`src/hdl/kpcc_pkg.sv`:
```
`timescale 1ns / 1ps
`default_nettype none
// ----------------------------------------------------------------------------
// kpcc_pkg
// shared types, sizes and register indexes of the key period coincidence
// counter
// ----------------------------------------------------------------------------
package kpcc_pkg;

	localparam int MAX_SHIFT  = 29;
	localparam int COUNT_BITS = 32;
	localparam int OUT_BITS   = 32;
	localparam int CFG_W      = 5;
	localparam int LETTER_W   = 5;
	localparam int SHIFT_W    = $clog2(MAX_SHIFT + 1);
	localparam int CMP_W      = (SHIFT_W > CFG_W) ? SHIFT_W : CFG_W;
	localparam int LEVELS     = (MAX_SHIFT > 1) ? $clog2(MAX_SHIFT) : 1;

	localparam logic [CFG_W-1:0] RESET_MIN_SHIFT = CFG_W'(6);
	localparam logic [CFG_W-1:0] RESET_MAX_SHIFT = CFG_W'(29);

	// configuration register indexes
	localparam int CFG_INDEX_W = 1;
	localparam logic [CFG_INDEX_W-1:0] REG_MIN_SHIFT = 1'b0;
	localparam logic [CFG_INDEX_W-1:0] REG_MAX_SHIFT = 1'b1;

	typedef logic [COUNT_BITS-1:0] count_t;
	typedef logic [SHIFT_W-1:0]    shift_t;

	// one tap of the delay line as it moves from cell to cell
	typedef struct packed {
		logic                valid;
		logic [LETTER_W-1:0] letter;
	} link_t;

	// control broadcast to every cell
	typedef struct packed {
		logic                take;
		logic                clear;
		logic [LETTER_W-1:0] letter;
		logic [CFG_W-1:0]    min_shift;
		logic [CFG_W-1:0]    max_shift;
	} cell_ctl_t;

	// candidate in the best-shift search
	typedef struct packed {
		shift_t shift;
		count_t count;
	} cand_t;

	function automatic count_t sat_inc(input count_t v);
		sat_inc = (v == '1) ? v : v + count_t'(1);
	endfunction

	// number of nodes at a level of the search tree
	function automatic int lvl_n(input int l);
		lvl_n = ((MAX_SHIFT - 1) >> l) + 1;
	endfunction

	function automatic logic [OUT_BITS-1:0] clamp_out(input count_t v);
		logic [63:0] wide;
		wide = 64'(v);
		clamp_out = (wide > 64'hFFFF_FFFF) ? '1 : OUT_BITS'(wide);
	endfunction

endpackage
`default_nettype wire

```
`src/hdl/kpcc_merge.sv`:
```
`timescale 1ns / 1ps
`default_nettype none
// ----------------------------------------------------------------------------
// kpcc_merge
// registered node of the best-shift tree, left side wins ties
// ----------------------------------------------------------------------------
module kpcc_merge
	import kpcc_pkg::*;
(
	input  wire   clk,
	input  wire   en,
	input  cand_t left,
	input  cand_t right,
	output cand_t win
);

	cand_t win_q;

	always_ff @(posedge clk) begin
		if (en)
			win_q <= (right.count > left.count) ? right : left;
	end

	assign win = win_q;

endmodule
`default_nettype wire

```
`config.mk`:
```
export PLATFORM = sky130hd
export DESIGN_NAME = kpcc_merge
export DESIGN_NICKNAME = d
export VERILOG_FILES = /design/src/hdl/kpcc_pkg.sv /design/src/hdl/kpcc_merge.sv
export SDC_FILE = /design/constraint.sdc
export NUM_CORES = 1
export LEC_CHECK = 0
export BUFFER_PORTS_ARGS = -buffer_cell sky130_fd_sc_hd__buf_2
export CORE_MARGIN = 2
export CORE_UTILIZATION = 51
export CTS_CLUSTER_SIZE = 40
export DETAILED_ROUTE_END_ITERATION = 6
export PLACE_DENSITY = 0.86
export SYNTH_ARGS = -nofsm -noshare
export SYNTH_HDL_FRONTEND = slang
export SYNTH_SLANG_ARGS = --single-unit
```
`constraint.sdc`:
```
create_clock -name clk -period 4.9 [get_ports clk]
set_input_delay 0.245 -clock clk [delete_from_list [all_inputs] [get_ports clk]]
set_output_delay 0.245 -clock clk [all_outputs]
set_load 0.005 [all_outputs]
```
Yosys cells after proc, flatten, opt, wreduce, memory -nomap -nowiden. Cells that the tools add are included.

Register bits after elaboration: 37. Output and inout bits: 37. Logic and storage cells: 4.

Magnitude comparators: 1. Multiplexer cells: 1.

Operators by type and width (number): two-way mux 37 bit (1); > comparator 32 bit (1).

Longest topological paths before layout.
Depth after elaboration: 2. Gate-level depth with buffers: 9.

Worst setup path before layout. No wires, ideal clock.

Path type: input to register. From: input left[9] (netlist name). To: register win_q (netlist bit win[10]), data pin. Setup time: 0.260 ns. Arrival time: 2.169 ns. Data required time: 4.640 ns. Setup slack: 2.471 ns. Cell stages on the path: 9. Cells stage by stage: inv_1 -> ha_1 -> a21o_1 -> nand3_1 -> a21oi_1 -> or4_4 -> a22oi_4 -> buf_6 -> mux2_4.

Longest elaborated chain between the ends: 2.

RTL lines: start, declared (RTL line kpcc_merge.sv:12) `input cand_t left,`; > comparator 32 bit (RTL line kpcc_merge.sv:21) `win_q <= (right.count > left.count) ? right : left;`; two-way mux 37 bit (RTL line kpcc_merge.sv:21); end signal, assigned (RTL line kpcc_merge.sv:21); end, declared (RTL line kpcc_merge.sv:17) `cand_t win_q;`.

No other way between the ends. A chain may end at the register's enable or synchronous reset.

Worst setup path after layout.
From: input left[27] (netlist name). To: register win_q (netlist bit win[4]), data pin.

Same word-level chain as after synthesis.

==> impl_results.rst <==
.. list-table::
   :header-rows: 1

   * - Metric
     - Value
   * - CTS tree
     - built
   * - Total of warnings raised by yosys
     - 0
   * - Post-cts hold buffer count
     - 0
   * - Number of primary I/O pins
     - 113
   * - Kind of critical path
     - input port to register
   * - Sequence of cells on the critical path
     - buf_2, inv_1, ha_1, nand4_1, nor4_1, nand3_1, a22oi_4, buf_4, mux2_2
   * - Required time of the critical path
     - about 5 ns
   * - TritonCTS sink count
     - 37
   * - Startpoint type of the worst setup path
     - input port
   * - Post-CTS repair timing setup buffer count
     - 0
   * - Synthesized Nets
     - between 200 and 300
   * - Synth area leaders
     - sky130_fd_sc_hd__edfxtp_1 44%, sky130_fd_sc_hd__mux2_4 18%, sky130_fd_sc_hd__ha_1 16%, sky130_fd_sc_hd__inv_1 4.8%, sky130_fd_sc_hd__mux2_2 3.2%
   * - Most frequent cells in the layout
     - 112 x sky130_fd_sc_hd__buf_2, 37 x sky130_fd_sc_hd__edfxtp_1, 32 x sky130_fd_sc_hd__inv_1, 32 x sky130_fd_sc_hd__ha_1, 30 x sky130_fd_sc_hd__mux2_4
   * - Net count of the finished layout
     - 415
   * - Share of cells above drive strength 1
     - ~52%
   * - Multi-input logic area
     - about 0.0012 mm^2
   * - Drt drc
     - 0
   * - Crit path largest cell delay
     - 0.61 ns
   * - First-pass iteration count of the detailed router
     - 5
   * - Maximum level of the CTS H-tree
     - 2
   * - # fillers
     - 357
   * - Rel. slew slack
     - 42.8%
   * - Worst hold stages
     - 2
   * - Width of the die
     - around 74 um
   * - Result of the run
     - finished, final reports clean
   * - Final hold violation count
     - 0
   * - Average wire per cell in the routed design
     - between 10 and 15 um
   * - Pin slew with the least headroom to its limit
     - between 0.8 and 0.9 ns
   * - Routed via count divided by cell count
     - roughly 5.0
   * - RSZ-0062 raised after global routing
     - false
   * - Final max-slew violation count
     - 0
   * - Die span in y
     - 74.0 um
   * - Post-route design area
     - ~0.0032 mm^2
   * - Area fraction in compound gates after synthesis
     - around 7.4%
   * - Worst setup path startpoint
     - left[27]
   * - Final std cells w/o fill
     - roughly 380
   * - Placement Cell Area
     - 0.00312 mm^2
   * - Wire length of the first global-routing pass
     - 7870 um
   * - Post-cts sizing count
     - 0
   * - GRT Resource Usage Total
     - between 10% and 20%
   * - Pin count of the biggest net entering global routing
     - 38
   * - Register cell area after layout
     - about 0.0011 mm^2
   * - Count of antenna diodes in the layout
     - 0
   * - Layout Area Growth over Synthesis
     - 28.0%
   * - Largest register FFs
     - 37
   * - Die area
     - 0.00548 mm^2
   * - Area of the core region
     - 0.00472 mm^2
   * - Cell accounting for the most synthesized area
     - sky130_fd_sc_hd__edfxtp_1
   * - Adder-cell share of the synthesized area
     - between 10% and 20%
   * - Leak
     - 1.66 nW
   * - Portion of the post-synthesis area used by sequential elements
     - 44.5%
   * - Setup ws final
     - approximately 2 ns
   * - Most common cell after layout, fill and taps aside
     - sky130_fd_sc_hd__buf_2
   * - Number of antenna violations at the first check in global routing
     - 0
   * - Class of the most critical hold timing path
     - input port to register
   * - Number of buffers inserted during clock tree synthesis
     - 5
   * - Initial drt markers
     - 64
   * - Setup TNS
     - 0 ns
   * - Buffers from clock root to sink, at most
     - 2
   * - Initial core utilization
     - 52.9%
   * - Final Core Density
     - about two thirds
   * - Worst-case vdd ir drop
     - roughly 130 uV
   * - Site Rows
     - 25
   * - Top-area cell type share of the netlist area
     - 44.5%
   * - IO buf count
     - about 110
   * - Nature of the critical path endpoint
     - register
   * - Synthesized area per cell
     - 13.2 um^2
   * - Remaining number of nets flagged by the antenna check after routing
     - 0
   * - Count of different cell masters after synthesis
     - 24
   * - CP Data Arrival Time
     - approximately 2.9 ns
   * - Synthesized instance count
     - 190
   * - Clock tree root driver cell
     - sky130_fd_sc_hd__clkbuf_8
   * - Routability congestion estimate
     - between 0.8 and 0.9
   * - Placed cell count
     - between 300 and 400
   * - Minimum period implied by the final worst setup slack
     - between 2 and 3 ns
   * - Clock Pin Slew Worst Setup and Hold Paths
     - ~0.070 ns
   * - Power density of the placed cells
     - between 200 and 300 mW/mm^2
   * - Placed wire-length estimate after detailed placement
     - 4130 um
   * - Logic depth of the worst setup path including buffers
     - 9
   * - Area fraction in and, or, nand and nor cells after synthesis
     - slightly below 5%
   * - Mux share of post-synthesis cell area
     - between 20% and 30%
   * - Post-Synth XOR/XNOR Area
     - 0%
   * - #FFs+latches synth
     - 37
   * - CP Buf/Inv Count
     - 3
   * - Total of max-cap violations
     - 0
   * - Largest fanout of any net on the critical path
     - 24
   * - Cell type group with the largest total delay on the critical path
     - simple AND/OR/NAND/NOR gates
   * - Max Freq
     - about 340 MHz
   * - Wirelength, routed
     - ~5200 um
   * - Dominant combinational cell family by area after synthesis
     - multiplexers
   * - Place WS
     - ~1.7 ns
   * - Final setup violating endpoints
     - 0
   * - Launch instance of the worst min-delay path
     - left[33]
   * - Cell type of the slowest stage on the worst timing path
     - sky130_fd_sc_hd__a22oi_4
   * - Cell Area, Synth
     - approximately 0.0025 mm^2
   * - Total number of vias
     - between 1,500 and 2,000
   * - Number of global-route vias before repair
     - about 1,800
   * - Final period util
     - between 50% and 60%
   * - Total congestion overflow after global routing
     - 0
-- path summary, 6_finish.rpt --
path / endpoint / slack, ns
worst max-delay path: win[4] / 2.00
worst min-delay path: win[33] / 0.26
-- cells in the mapped netlist (all sizes together) --
cell and number:
o211ai 1, nand2 5, nor2b 1, o221a 1, a22oi 1, a21oi 15
a21boi 2, buf 3, edfxtp 37, mux2 37, nor3 2, nand4 7
a21o 2, ha 32, nand3 3, a211oi 1, or4 1, o21a 1
inv 32, and4 1, nor4 1, o21ai 4
-- stage by stage --
step	hold WS (ns)	power [mW]
after floorplan	0.357	0.544
after global placement	0.547	0.627
after detailed placement	0.549	0.636
after CTS	0.250	0.843
after global routing	0.260	0.878
final	0.257	0.834
-- area by class of cell --
type / count / share of cell area (%)
clock buffer: 6 / 2.27
clock inverter: 2 / 0.313
inverter: 32 / 3.75
multi-input combinational: 118 / 38.6
sequential: 37 / 34.7
tap: 67 / 2.62
timing repair buffer: 113 / 17.8
-- routing by layer --
layer,routed length (um),track usage [%],up-vias
met5,0,0,-
met4,123,9.09,0
met3,261,3.52,10
met2,2680,34.4,67
met1,2110,21.6,865
li1,-,-,938
-- logic make-up (layout without fill, tap and decap cells) --
logic type / after synthesis / count (layout)
AO/OA/AOI/OAI: 28 / 28
multiplexers: 37 / 37
AND/OR/NAND/NOR: 21 / 21
flip-flops: 37 / 37
buffers and inverters: 35 / 153
adder cells (fa/ha/maj): 32 / 32
-- power by group --
part / internal, mW / switching [mW]
Combinational: 0.128 / 0.0996
Clock: 0.0986 / 0.109
Sequential: 0.392 / 0.00699
Total: 0.619 / 0.215
(Power assumes the default switching activity.)
