## src/hdl/kpcc_pkg.sv

```systemverilog
`timescale 1ns / 1ps
`default_nettype none
// ----------------------------------------------------------------------------
// kpcc_pkg
// shared types, sizes and register indexes of the key period coincidence
// counter
// ----------------------------------------------------------------------------
package kpcc_pkg;

	localparam int MAX_SHIFT  = 29;
	localparam int COUNT_BITS = 32;
	localparam int OUT_BITS   = 32;
	localparam int CFG_W      = 5;
	localparam int LETTER_W   = 5;
	localparam int SHIFT_W    = $clog2(MAX_SHIFT + 1);
	localparam int CMP_W      = (SHIFT_W > CFG_W) ? SHIFT_W : CFG_W;
	localparam int LEVELS     = (MAX_SHIFT > 1) ? $clog2(MAX_SHIFT) : 1;

	localparam logic [CFG_W-1:0] RESET_MIN_SHIFT = CFG_W'(6);
	localparam logic [CFG_W-1:0] RESET_MAX_SHIFT = CFG_W'(29);

	// configuration register indexes
	localparam int CFG_INDEX_W = 1;
	localparam logic [CFG_INDEX_W-1:0] REG_MIN_SHIFT = 1'b0;
	localparam logic [CFG_INDEX_W-1:0] REG_MAX_SHIFT = 1'b1;

	typedef logic [COUNT_BITS-1:0] count_t;
	typedef logic [SHIFT_W-1:0]    shift_t;

	// one tap of the delay line as it moves from cell to cell
	typedef struct packed {
		logic                valid;
		logic [LETTER_W-1:0] letter;
	} link_t;

	// control broadcast to every cell
	typedef struct packed {
		logic                take;
		logic                clear;
		logic [LETTER_W-1:0] letter;
		logic [CFG_W-1:0]    min_shift;
		logic [CFG_W-1:0]    max_shift;
	} cell_ctl_t;

	// candidate in the best-shift search
	typedef struct packed {
		shift_t shift;
		count_t count;
	} cand_t;

	function automatic count_t sat_inc(input count_t v);
		sat_inc = (v == '1) ? v : v + count_t'(1);
	endfunction

	// number of nodes at a level of the search tree
	function automatic int lvl_n(input int l);
		lvl_n = ((MAX_SHIFT - 1) >> l) + 1;
	endfunction

	function automatic logic [OUT_BITS-1:0] clamp_out(input count_t v);
		logic [63:0] wide;
		wide = 64'(v);
		clamp_out = (wide > 64'hFFFF_FFFF) ? '1 : OUT_BITS'(wide);
	endfunction

endpackage
`default_nettype wire

```

## src/hdl/kpcc_cell.sv

```systemverilog
`timescale 1ns / 1ps
`default_nettype none
// ----------------------------------------------------------------------------
// kpcc_cell
// one shift of the row: a delay tap, its compare and its saturating count
// ----------------------------------------------------------------------------
module kpcc_cell
	import kpcc_pkg::*;
(
	input  wire         clk,
	input  wire         arst_n,
	input  shift_t      shift,
	input  cell_ctl_t   ctl,
	input  link_t       link_in,
	output link_t       link_out,
	output cand_t       snap
);

	logic                letter_q;
	logic [LETTER_W-1:0] tap_q;
	logic                valid_q;
	count_t              count_q;
	cand_t               snap_q;
	logic                in_range;
	logic                hit;
	count_t              count_nxt;

	assign in_range = (CMP_W'(shift) >= CMP_W'(ctl.min_shift)) &&
	                  (CMP_W'(shift) <= CMP_W'(ctl.max_shift));
	assign hit       = ctl.take && in_range && valid_q && (tap_q == ctl.letter);
	assign count_nxt = hit ? sat_inc(count_q) : count_q;

	// letter_q only mirrors the tap valid for the neighbor
	assign letter_q = valid_q;
	assign link_out = '{valid: letter_q, letter: tap_q};
	assign snap     = snap_q;

	always_ff @(posedge clk or negedge arst_n) begin
		if (!arst_n) begin
			valid_q <= 1'b0;
			count_q <= '0;
		end else if (ctl.clear) begin
			valid_q <= 1'b0;
			count_q <= '0;
		end else begin
			if (ctl.take)
				valid_q <= link_in.valid;
			count_q <= count_nxt;
		end
	end

	always_ff @(posedge clk) begin
		if (ctl.take)
			tap_q <= link_in.letter;
		if (ctl.clear) begin
			snap_q.count <= count_nxt;
			snap_q.shift <= (count_nxt == '0) ? '0 : shift;
		end
	end

endmodule
`default_nettype wire

```

## config.mk

```make
export PLATFORM = sky130hd
export DESIGN_NAME = kpcc_cell
export DESIGN_NICKNAME = d
export VERILOG_FILES = /design/src/hdl/kpcc_pkg.sv /design/src/hdl/kpcc_cell.sv
export SDC_FILE = /design/constraint.sdc
export NUM_CORES = 1
export LEC_CHECK = 0
export BUFFER_PORTS_ARGS = -buffer_cell sky130_fd_sc_hd__clkbuf_2
export CAP_MARGIN = 20
export CELL_PAD_IN_SITES_DETAIL_PLACEMENT = 0
export CELL_PAD_IN_SITES_GLOBAL_PLACEMENT = 1
export CORE_ASPECT_RATIO = 0.8
export CORE_MARGIN = 2
export CORE_UTILIZATION = 44
export DETAILED_ROUTE_END_ITERATION = 10
export PLACE_DENSITY = 0.79
export SYNTH_ARGS = -nofsm -noshare
export SYNTH_HDL_FRONTEND = slang
export SYNTH_SLANG_ARGS = --single-unit
```

## constraint.sdc

```tcl
create_clock -name clk -period 3.36 [get_ports clk]
set_input_delay 0.504 -clock clk [delete_from_list [all_inputs] [get_ports clk]]
set_output_delay 0.504 -clock clk [all_outputs]
set_load 0.01 [all_outputs]
```

; ---- Word level (Yosys, flattened, before mapping)
; Cells that the tools add are included.
[word_totals]
reg_bits = 75
in_bits = 30
word_cells = 21
[op_classes]
add_sub_neg = 1
n_lt_le_gt_ge = 2
eq_ne = 2
mux = 5
reduce_logical = 6
[ops]
columns = operator, count
row1 = two-way mux 32 bit, 3
row2 = "adder 32 x 1 -> 32 bit, second input constant", 1
row3 = "== test 32 bit, second input constant", 1
row4 = zero test 32 bit, 1
row5 = == test 5 bit, 1
row6 = greater-or-equal comparator 5 bit, 1
row7 = <= comparator 5 bit, 1
row8 = logical AND 1 bit, 4
row9 = two-way mux 1 bit, 2
row10 = nonzero test 2 bit, 1

; ---- Logic depth before layout (Yosys ltp)
[logic_depth]
word_depth = 7
depth_mapped = 12
depth_no_buf = 10

; ---- Worst setup path after synthesis
; Ideal clock, no wire load.
[synth_path]
path_kind = input to register
from = input port ctl[2] (netlist name)
to = register snap_q (netlist bit snap[32]), data pin
setup_ps = 287
arrival_time_ps = 2808
slack_ps = 266
cell_stages = 10
n_path_buf = 0
cell_sequence = inv_1 ha_1 o21ai_0 a21oi_1 o31a_1 nor3_2 nand4_1 or3_1 a2111oi_4 a41oi_1
[synth_between]
elab_chain_cells = 7
[synth_rtl]
columns = item, line
row1 = start: declaration, kpcc_cell.sv:13  ; input cell_ctl_t ctl,
row2 = <= comparator 5 bit, kpcc_cell.sv:29  ; (CMP_W'(shift) <= CMP_W'(ctl.max_shift));
row3 = logical AND 1 bit, kpcc_cell.sv:28  ; assign in_range = (CMP_W'(shift) >= CMP_W'(ctl.min_shift)) &&
row4 = logical AND 1 bit (3 in series), kpcc_cell.sv:30  ; assign hit = ctl.take && in_range && valid_q && (tap_q == ctl.letter);
row5 = two-way mux 32 bit, kpcc_cell.sv:31  ; assign count_nxt = hit ? sat_inc(count_q) : count_q;
row6 = zero test 32 bit, kpcc_cell.sv:57  ; snap_q.shift <= (count_nxt == '0) ? '0 : shift;
row7 = end: declaration, kpcc_cell.sv:23  ; cand_t snap_q;
; Every way passes these cells.
; A chain may end at the register's enable or synchronous reset.

; ---- Final worst setup path
[layout_path]
from = register count_q[8]
to = register snap_q (netlist bit snap[35]), data pin
[layout_between]
elab_chain_cells = 4
[layout_rtl]
columns = item, line
row1 = start: declaration, kpcc_cell.sv:22  ; count_t count_q;
row2 = start signal: assignment, kpcc_cell.sv:48  ; count_q <= count_nxt;
row3 = adder 32 x 1 -> 32 bit / == test 32 bit (equally long branches), kpcc_pkg.sv:52  ; sat_inc = (v == '1) ? v : v + count_t'(1);
row4 = two-way mux 32 bit, kpcc_pkg.sv:52
row5 = two-way mux 32 bit (*), kpcc_cell.sv:31
row6 = zero test 32 bit (*), kpcc_cell.sv:57
; Every way passes the cells marked *; elsewhere a longest branch is shown, timed or not.

==> flow_metrics.tcl <==
set metrics [dict create \
    status "complete, no violations" \
    powerDensity_mw_per_mm2 431 \
    p_int_mw 1.70 \
    firstDrtPassIters 5 \
    h-tree-depth 3 \
    fin_crit_sh 0.930 \
    p_leak_nw 2.19 \
    switching_power_mw 0.434 \
    n_fill_cell 813 \
    cp-start-kind "flop" \
    antenna_found_initial 0 \
    max-slew-margin-rel 0.418 \
    vias_per_cell 5.27 \
    setup_viol 0 \
    combPwrFrac 0.059 \
    ir_drop_v 0.000321 \
    routabilityCongestion 0.897 \
    syn_inst 360 \
    fin_nets 494 \
    syn2layout_area_growth_pct 23.3 \
    antenna_left 0 \
    numClockSinks 75 \
    synth_seq_area_share 0.519 \
    utilization 0.554 \
    fin_worst_skew_ns 0.00489 \
    cp_max_fo 11 \
    synthFlopType "edfxtp_1" \
    crit_arrival_ns 3.18 \
    start_util 0.449 \
    cts_buffer_depth 2 \
    grt_use_total 0.187 \
    ctsHoldBuffers 0 \
    wl_per_cell_um 15.9 \
    die_h_um 89.5 \
    drive_gt1_frac 0.286 \
    grt-ovfl-total 0 \
    synthArstFlopShare 0.440 \
    diodes 0 \
    grt_pass1_vias 2825 \
    ios 73 \
    yosysTopAreaCell "edfxtp_1" \
    holdCritPathClass "in2async" \
    hpwl_um 6820 \
    end_kind "flop" \
    cts_root_buf "clkbuf_16" \
    core_area_sq_mm 0.00896 \
    grt_max_degree 43 \
    power_mw 2.14 \
    max_freq_mhz 320 \
    row_count 31 \
    p_sw_frac 0.203 \
    fp.dieArea_sq_mm 0.00992 \
    cts_buffers 9 \
    hold_violations 0 \
    clk_pin_slew_ns 0.06 \
    dieWidth_um 111 \
    netlist_area_sq_mm 0.00402 \
    tns_ns 0 \
    portBuffers 72 \
    synth_edf_count 42 \
    yosys_warnings 0 \
    remaining_drc_errors 0 \
    crit_type "reg2reg" \
    rsz0062_at_grt "false" \
    ys_seq_elements 75 \
    drv_slew 0 \
    pwr-share-seq 0.473 \
    drv_cap 0 \
    clock_latency_ns 0.34 \
    vias 3022 \
    cp.required_ns 3.41 \
    clockPowerShare 0.468 \
    drtIter0Drc 133 \
    routed_wl_um 9110 \
    synth_area_leaders "edfxtp_1 31%, dfrtp_1 21%, xnor2_1 5.0%" \
    cts_tree "built" \
    avgSynthCellArea_sq_um 11.2 \
    synth_cell_types 54 \
    synth_top_area_share 0.314 \
    grt_pass1_wl_um 14400 \
    synth_fp_nets 401 \
    finalCriticalPeriod_ns 3.12 \
    worstMarginPinSlew_ns 0.873 \
]
sequential cells by signal, summed over array words and instances, names as in the netlist:
name and cells:
snap 37, count_q 32, tap_q 5, letter_q 1
synth_stat cells (4+ instances only):
library cell  number
a21oi_1            5
a41oi_1            5
and2_1             4
and3_1             8
and4_1             8
buf_2              7
clkbuf_1           7
dfrtp_1           33
edfxtp_1          42
ha_1              11
inv_1             14
mux2i_1            4
nand2_1           25
nand3_1           14
nand4_1           11
nor2_1            20
nor2b_1           30
nor3_1            11
nor4_1             5
o21ai_0            7
or3_1              4
xnor2_1           23
xor2_1            21
per-stage QoR:
step                setup WS [ns]  instance area (sq um)  instances  hold WS [ns]
finish                      0.235                   4960        573         0.277
global route              0.00598                   4960        573         0.333
CTS                         0.158                   4950        572         0.303
detailed placement         -0.108                   4640        556         0.557
global placement         -0.00387                   4640        556         0.540
floorplan                   0.266                   4020        360         0.208
repair_timing:
item	CTS	global route
resized for setup	0	1
endpoints found under the setup margin	0	4
setup buffers	0	1
kinds of logic (layout without fill, tap and decap cells):
family | count (synthesis) | after routing | share of synthesized area
DFF | 75 | 75 | 0.519
xor gates and xnor gates | 44 | 44 | 0.0958
muxes | 5 | 5 | 0.0128
buffers and inverters | 32 | 130 | 0.0361
and+or+nand+nor | 158 | 158 | 0.232
adders and majority gates | 11 | 11 | 0.0342
AOI/OAI and AO/OA | 35 | 35 | 0.0703
power groups by stage:
stage / logic [mW] / clock network [mW] / registers (mW)
after detailed placement: 0.127 / 0 / 1.03
after global routing: 0.141 / 1.06 / 1.01
after global placement: 0.125 / 0 / 1.03
after CTS: 0.127 / 1.02 / 1.01
final: 0.125 / 1.00 / 1.01
after floorplan: 0.0354 / 0 / 1.04
worst max-delay path, cell delays in order, from the launching register on:
cell and delay (ns):
dfrtp_1 0.53, nand4_2 0.20, or3_4 0.43, or4_4 0.63
a311oi_1 0.29, o22ai_1 0.16, nor4_4 0.41, a41oi_1 0.19
cell usage in the layout, fill, tap and decap left out, types with 2 or more instances in the layout:
master     netlist  routed
clkbuf_2         1      72
edfxtp_1        42      42
dfrtp_1         33      33
nor2b_1         30      30
buf_4            2      28
nand2_1         25      25
xnor2_1         23      23
xor2_1          21      21
nor2_1          20      20
inv_1           14      14
nand3_1         14      14
nand4_1         11      11
nor3_1          11      11
ha_1            11      11
clkbuf_16        0       9
and4_1           8       8
and3_1           8       8
o21ai_0          7       7
a21oi_1          5       5
nor4_1           5       5
a41oi_1          5       5
and2_1           4       4
mux2i_1          4       4
or3_1            4       3
nor4b_1          3       3
nor3b_1          2       2
o21a_1           2       2
or3_4            1       2
nor3_2           2       2
or4_4            2       2
a311oi_1         2       2
a211oi_1         2       2
o211ai_1         2       2
bufinv_16        0       2
clkbuf_1         7       2
clkinv_2         0       2
area by class of cell:
class / instances / area (sq um) / share of cell area
sequential: 75 / 2090 / 0.421
multi-input combinational: 253 / 1790 / 0.362
timing repair buffer: 100 / 571 / 0.115
clock buffer: 11 / 233 / 0.0469
tap: 115 / 144 / 0.0290
clock inverter: 5 / 78.8 / 0.0159
inverter: 14 / 52.6 / 0.0106
path summary, 6_finish.rpt:
check                            from     endpoint  slack [ns]  cells after the start
hold / removal                 arst_n   count_q[0]        0.28                      1
setup reg to reg           count_q[8]     snap[35]        0.24                      7
min in group clk           link_in[4]     tap_q[4]        0.34                      1
max in group asynchronous      arst_n  count_q[17]        2.53                      1
setup / recovery           count_q[8]     snap[35]        0.24                      7
hold reg to reg              letter_q     letter_q        0.57                      2
layer usage:
metal,routed length [um],up-vias,GRT usage
met5,0,-,0
met4,78,0,0.0614
met3,444,8,0.0495
met2,4030,71,0.270
met1,4560,1453,0.275
li1,-,1490,-
Power figures use the tool's default switching activity.
